**src/hdl/bucket_classifier_histogram_defines.svh**
```systemverilog
// Assertion macros shared by the histogram RTL.
`ifndef BUCKET_CLASSIFIER_HISTOGRAM_DEFINES_SVH
`define BUCKET_CLASSIFIER_HISTOGRAM_DEFINES_SVH

// Same-cycle implication, disabled while reset is asserted.
`define BCH_ASSERT_SAME(label, ck, rn, ante, cons, msg) \
  label: assert property (@(posedge ck) disable iff (!rn) (ante) |-> (cons)) \
    else $error(msg);

// Next-cycle implication, disabled while reset is asserted.
`define BCH_ASSERT_NEXT(label, ck, rn, ante, cons, msg) \
  label: assert property (@(posedge ck) disable iff (!rn) (ante) |=> (cons)) \
    else $error(msg);

`endif

```
**src/hdl/bch_pkg.sv**
```systemverilog
`default_nettype none
package bch_pkg;

  localparam int MAX_BUCKETS = 256;
  localparam int VALUE_W     = 64;
  localparam int IDX_W       = $clog2(MAX_BUCKETS);
  localparam int BC_W        = IDX_W + 1;
  localparam int CNT_W       = 32;
  localparam int CMD_W       = 2;
  localparam int CFG_IDX_W   = 4;
  localparam int CFG_DATA_W  = BC_W;

  localparam logic [CFG_IDX_W-1:0] REG_BUCKET_COUNT   = CFG_IDX_W'(0);
  localparam logic [CFG_IDX_W-1:0] REG_SIGNED_COMPARE = CFG_IDX_W'(1);

  typedef enum logic [CMD_W-1:0] {
    CMD_LOAD     = 2'd0,
    CMD_CLASSIFY = 2'd1,
    CMD_READ     = 2'd2
  } cmd_t;

  // Table read address source.
  typedef enum logic [1:0] {
    AS_SEARCH,
    AS_LAST,
    AS_IDX
  } addr_sel_t;

  typedef struct packed {
    logic      latch;
    logic      step;
    addr_sel_t addr_sel;
    logic      load_wr;
    logic      update;
    logic      max_wr;
    logic      cap_read;
    logic      cap_none;
  } dp_cmd_t;

  typedef struct packed {
    logic search_more;
    logic need_max;
  } dp_stat_t;

endpackage
`default_nettype wire

```
**src/hdl/bch_ctrl.sv**
```systemverilog
`default_nettype none
`include "bucket_classifier_histogram_defines.svh"
module bch_ctrl (
  input  wire logic                      clk,
  input  wire logic                      rst_n,
  input  wire logic                      start,
  input  wire logic [bch_pkg::CMD_W-1:0] in_cmd,
  output logic                           busy,
  output logic                           out_valid,
  output bch_pkg::dp_cmd_t               dp_cmd,
  input  wire bch_pkg::dp_stat_t         dp_stat
);
  import bch_pkg::*;

  typedef enum logic [3:0] {
    S_IDLE,
    S_ISSUE,
    S_CMP,
    S_UPDATE,
    S_MAX,
    S_LOAD,
    S_READ,
    S_READ_D,
    S_NONE
  } state_t;

  state_t state_r, state_nxt;
  logic   out_valid_r, out_valid_nxt;

  assign busy      = (state_r != S_IDLE);
  assign out_valid = out_valid_r;

  always_comb begin
    state_nxt       = state_r;
    out_valid_nxt   = 1'b0;
    dp_cmd          = '0;
    dp_cmd.addr_sel = AS_IDX;
    case (state_r)
      S_IDLE: begin
        if (start) begin
          dp_cmd.latch = 1'b1;
          case (cmd_t'(in_cmd))
            CMD_LOAD:     state_nxt = S_LOAD;
            CMD_CLASSIFY: state_nxt = S_ISSUE;
            CMD_READ:     state_nxt = S_READ;
            default:      state_nxt = S_NONE;
          endcase
        end
      end
      S_ISSUE: begin
        dp_cmd.addr_sel = AS_SEARCH;
        state_nxt       = dp_stat.search_more ? S_CMP : S_UPDATE;
      end
      S_CMP: begin
        dp_cmd.step     = 1'b1;
        dp_cmd.addr_sel = AS_SEARCH;
        state_nxt       = dp_stat.search_more ? S_CMP : S_UPDATE;
      end
      S_UPDATE: begin
        dp_cmd.update   = 1'b1;
        dp_cmd.addr_sel = AS_LAST;
        if (dp_stat.need_max) begin
          state_nxt = S_MAX;
        end else begin
          out_valid_nxt = 1'b1;
          state_nxt     = S_IDLE;
        end
      end
      S_MAX: begin
        dp_cmd.max_wr = 1'b1;
        out_valid_nxt = 1'b1;
        state_nxt     = S_IDLE;
      end
      S_LOAD: begin
        dp_cmd.load_wr = 1'b1;
        out_valid_nxt  = 1'b1;
        state_nxt      = S_IDLE;
      end
      S_READ: begin
        state_nxt = S_READ_D;
      end
      S_READ_D: begin
        dp_cmd.cap_read = 1'b1;
        out_valid_nxt   = 1'b1;
        state_nxt       = S_IDLE;
      end
      S_NONE: begin
        dp_cmd.cap_none = 1'b1;
        out_valid_nxt   = 1'b1;
        state_nxt       = S_IDLE;
      end
      default: begin
        state_nxt = S_IDLE;
      end
    endcase
  end

  always_ff @(posedge clk) begin
    if (!rst_n) begin
      state_r     <= S_IDLE;
      out_valid_r <= 1'b0;
    end else begin
      state_r     <= state_nxt;
      out_valid_r <= out_valid_nxt;
    end
  end

  `BCH_ASSERT_NEXT(a_accept_busy, clk, rst_n, start && !busy, busy, "accepted item not busy")
  `BCH_ASSERT_SAME(a_strobe_idle, clk, rst_n, out_valid_r, state_r == S_IDLE, "strobe while busy")
  `BCH_ASSERT_NEXT(a_strobe_single, clk, rst_n, out_valid_r, !out_valid_r, "strobe repeated")

endmodule
`default_nettype wire

```
**config.mk**
```make
export PLATFORM = sky130hd
export DESIGN_NAME = bch_ctrl
export DESIGN_NICKNAME = d
export VERILOG_FILES = /design/src/hdl/bch_pkg.sv /design/src/hdl/bch_ctrl.sv
export VERILOG_INCLUDE_DIRS = /design/src /design/src/hdl
export SDC_FILE = /design/constraint.sdc
export NUM_CORES = 1
export LEC_CHECK = 0
export ABC_AREA = 1
export BUFFER_PORTS_ARGS = -buffer_cell sky130_fd_sc_hd__buf_2
export CAP_MARGIN = 20
export CORE_AREA = 2 2 39 41
export CTS_CLUSTER_DIAMETER = 40
export DETAILED_ROUTE_END_ITERATION = 10
export DIE_AREA = 0 0 41 43
export SYNTH_ARGS = -nofsm -noshare
export SYNTH_HDL_FRONTEND = slang
export SYNTH_SLANG_ARGS = --single-unit
```
**constraint.sdc**
```tcl
create_clock -name clk -period 1.3 [get_ports clk]
set_clock_uncertainty 0.2 [all_clocks]
set_input_delay 0.13 -clock clk [delete_from_list [all_inputs] [get_ports clk]]
set_output_delay 0.13 -clock clk [all_outputs]
set_load 0.005 [all_outputs]
```
==> flow_metrics.tcl <==
set metrics [dict create \
    status "finished with violations" \
    failed_checks "negative setup slack" \
    dpl_cell_area_sq_um 452.9 \
    leakage_uw 0.0003801 \
    vias 483 \
    grt_use_total_pct 13.55 \
    whs_ns 0.07997 \
    avgSynthCellArea_sq_um 5.971 \
    min_path_type "input port to flip-flop" \
    die_x_um 41 \
    ys_seq_area_share_pct 29.41 \
    syn_area_sq_um 340.3 \
    cts_max_level 1 \
    clkSlewWorstSetupHoldPaths_ns 0.04 \
    wirelength_um 1060 \
    cts-root-buf "clkbuf_4" \
    syn-instance-count 57 \
    drive_gt1_share_pct 55.32 \
    globalplace.congestion 0.8612 \
    switching_share_pct 36.90 \
    p_int_uw 486.7 \
    setup_viol 10 \
    tns_ns -0.5951 \
    yosysWarnings 0 \
    syn_to_final_growth_pct 94.85 \
    crit_family "flip-flops" \
    clkPwrFrac_pct 23.7 \
    clk_latency_ns 0.25 \
    grt_pass1_wl_um 1600 \
    antenna_cells 0 \
    p_comb_share_pct 50.0 \
    synth-edff-count 0 \
    drt_iter0_drc 6 \
    critPathKind "flip-flop to primary output" \
    arrival_ns 1.07 \
    wire_per_inst_um 9.636 \
    synth_most_common_cell "nor2_1" \
    start_kind "flip-flop" \
    period_share_pct 107.6 \
    dr.pass1.iters 4 \
    cts_buffers 3 \
    async_flop_share_pct 0 \
    fmax_mhz 714.7 \
    worstMarginPinSlew_ns 0.1638 \
    core_area_sq_um 1384 \
    p_sw_uw 284.5 \
    slew_headroom_pct 89.05 \
    grt_pass1_vias 406 \
    cp_max_fo 4 \
    synth_area_leaders "dfxtp_1 29%, nor2_1 13%, nand2_1 12%" \
    synth_top_area_share_pct 29.41 \
    rrSetupSlack_ns 0.01 \
    critical_path_buf_inv_count 2 \
    p_total_uw 771.2 \
    syn_nets 64 \
    clock-sinks 5 \
    path_cells "nor2_4 -> inv_2 -> nor3_2 -> buf_2" \
    vdd_drop_max_uv 610.1 \
    ant_nets 0 \
    cp-end-kind "primary output" \
    ys_top_cells_by_count "12 x nor2_1, 11 x nand2_1, 10 x inv_1" \
    rows 14 \
    ys_seq_elements 5 \
    cts_tree "built" \
    setup_ws_ns -0.09914 \
    ctsLongestPathBuffers 2 \
    die-area_sq_um 1763 \
    pin_count 18 \
    max_stage_delay_ns 0.36 \
    layout_min_cycle_time_ns 1.399 \
    initial_core_util_pct 24.59 \
    grt_setup_unrepaired "yes" \
    via_per_inst 4.391 \
    maxSlewViolCount 0 \
    synth_flop_cell "dfxtp_1" \
    route.detailed.drc 0 \
    crit_slowest_cell "dfxtp_4" \
    required_ns 0.97 \
    seqPwrFrac_pct 26.3 \
    drv_cap 0 \
    antenna_found_initial 0 \
    p_per_area_nw_per_um2 1163 \
    yosysTopAreaCell "dfxtp_1" \
    dp_hpwl_um 680.6 \
    dpl_worst_slack_ns 0.03602 \
    synthDistinctLibCells 13 \
    final_nets 102 \
    die_h_um 43 \
    grt_max_degree 6 \
    hold_viol 0 \
    gr-total-overflow 0 \
    portBuffers 17 \
    design_area_sq_um 663.1 \
]
-- stage by stage --
| stage | utilization [%] | cells |
|---|---|---|
| CTS | 45.12 | 108 |
| floorplan | - | 57 |
| global placement | 32.73 | 91 |
| global route | 47.92 | 110 |
| detailed placement | 32.73 | 91 |
| finish | 47.92 | 110 |
-- final timing paths --
path,startpoint,end,depth (start not counted)
setup / recovery,state_r[3]$_SDFFE_PN0P_,dp_cmd[5],4
hold / removal,dp_stat[0],state_r[2]$_SDFFE_PN0P_,5
setup reg to reg,state_r[0]$_SDFFE_PN0P_,state_r[1]$_SDFFE_PN0P_,6
hold reg to reg,state_r[0]$_SDFFE_PN0P_,state_r[2]$_SDFFE_PN0P_,4
-- power groups by stage --
| stage | registers, uW | logic, uW | clock network (uW) |
|---|---|---|---|
| CTS | 200 | 338 | 185 |
| finish | 203 | 386 | 182 |
| detailed placement | 196 | 242 | 0 |
| global placement | 194 | 242 | 0 |
| floorplan | 193 | 159 | 0 |
| global route | 204 | 421 | 198 |
-- routing by layer --
layer / share of wire, % / global-route usage, %
met5: 0 / 0
met4: 1.2 / 8.000
met3: 6.7 / 3.665
met2: 51 / 20.63
met1: 40 / 16.08
-- placed cells by master, fill, tap and decap left out, types with 2 or more instances in the layout --
master and instances:
dlygate4sd3_1 5, inv_1 6, nand2_1 8, nand4_1 2
nand2_2 3, buf_4 8, nand3_1 5, nor3_2 3
buf_6 3, nor2_1 12, inv_2 5, buf_2 17
clkbuf_4 3, dfxtp_4 3, nor2_4 3
-- registers in the layout, indices dropped and copies added (netlist names) --
name	cells
state_r	4
out_valid	1
-- cell families (layout without fill, tap and decap cells) --
group,after synthesis,in the layout,synth area share [%]
and+or+nand+nor,39,39,55.51
buffers and inverters,12,49,13.24
DFF,5,5,29.41
AOI/OAI and AO/OA,1,1,1.839
-- area by class of cell --
| type | count | area [sq um] |
|---|---|---|
| tap | 16 | 20.02 |
| clock buffer | 4 | 26.28 |
| timing repair buffer | 33 | 229.0 |
| inverter | 12 | 47.55 |
| fill | 139 | 720.7 |
| sequential | 5 | 112.6 |
| multi-input combinational | 40 | 227.7 |
-- worst register-to-register path, delay by kind of cell, from the launching register on --
family | cells | cell delay [ns]
buffers and inverters | 2 | 0.24
flip-flops | 1 | 0.35
AND/OR/NAND/NOR | 4 | 0.39
-- timing repair --
| action | in CTS | in global routing |
|---|---|---|
| pin swaps | 6 | 10 |
| gates resized for setup | 16 | 7 |
| setup endpoints to repair | 10 | 13 |
| hold buffers | 5 | 0 |
| hold endpoints to repair | 5 | 0 |
| buffers inserted | 8 | 3 |
No activity file was read; power rests on OpenSTA's default activity.
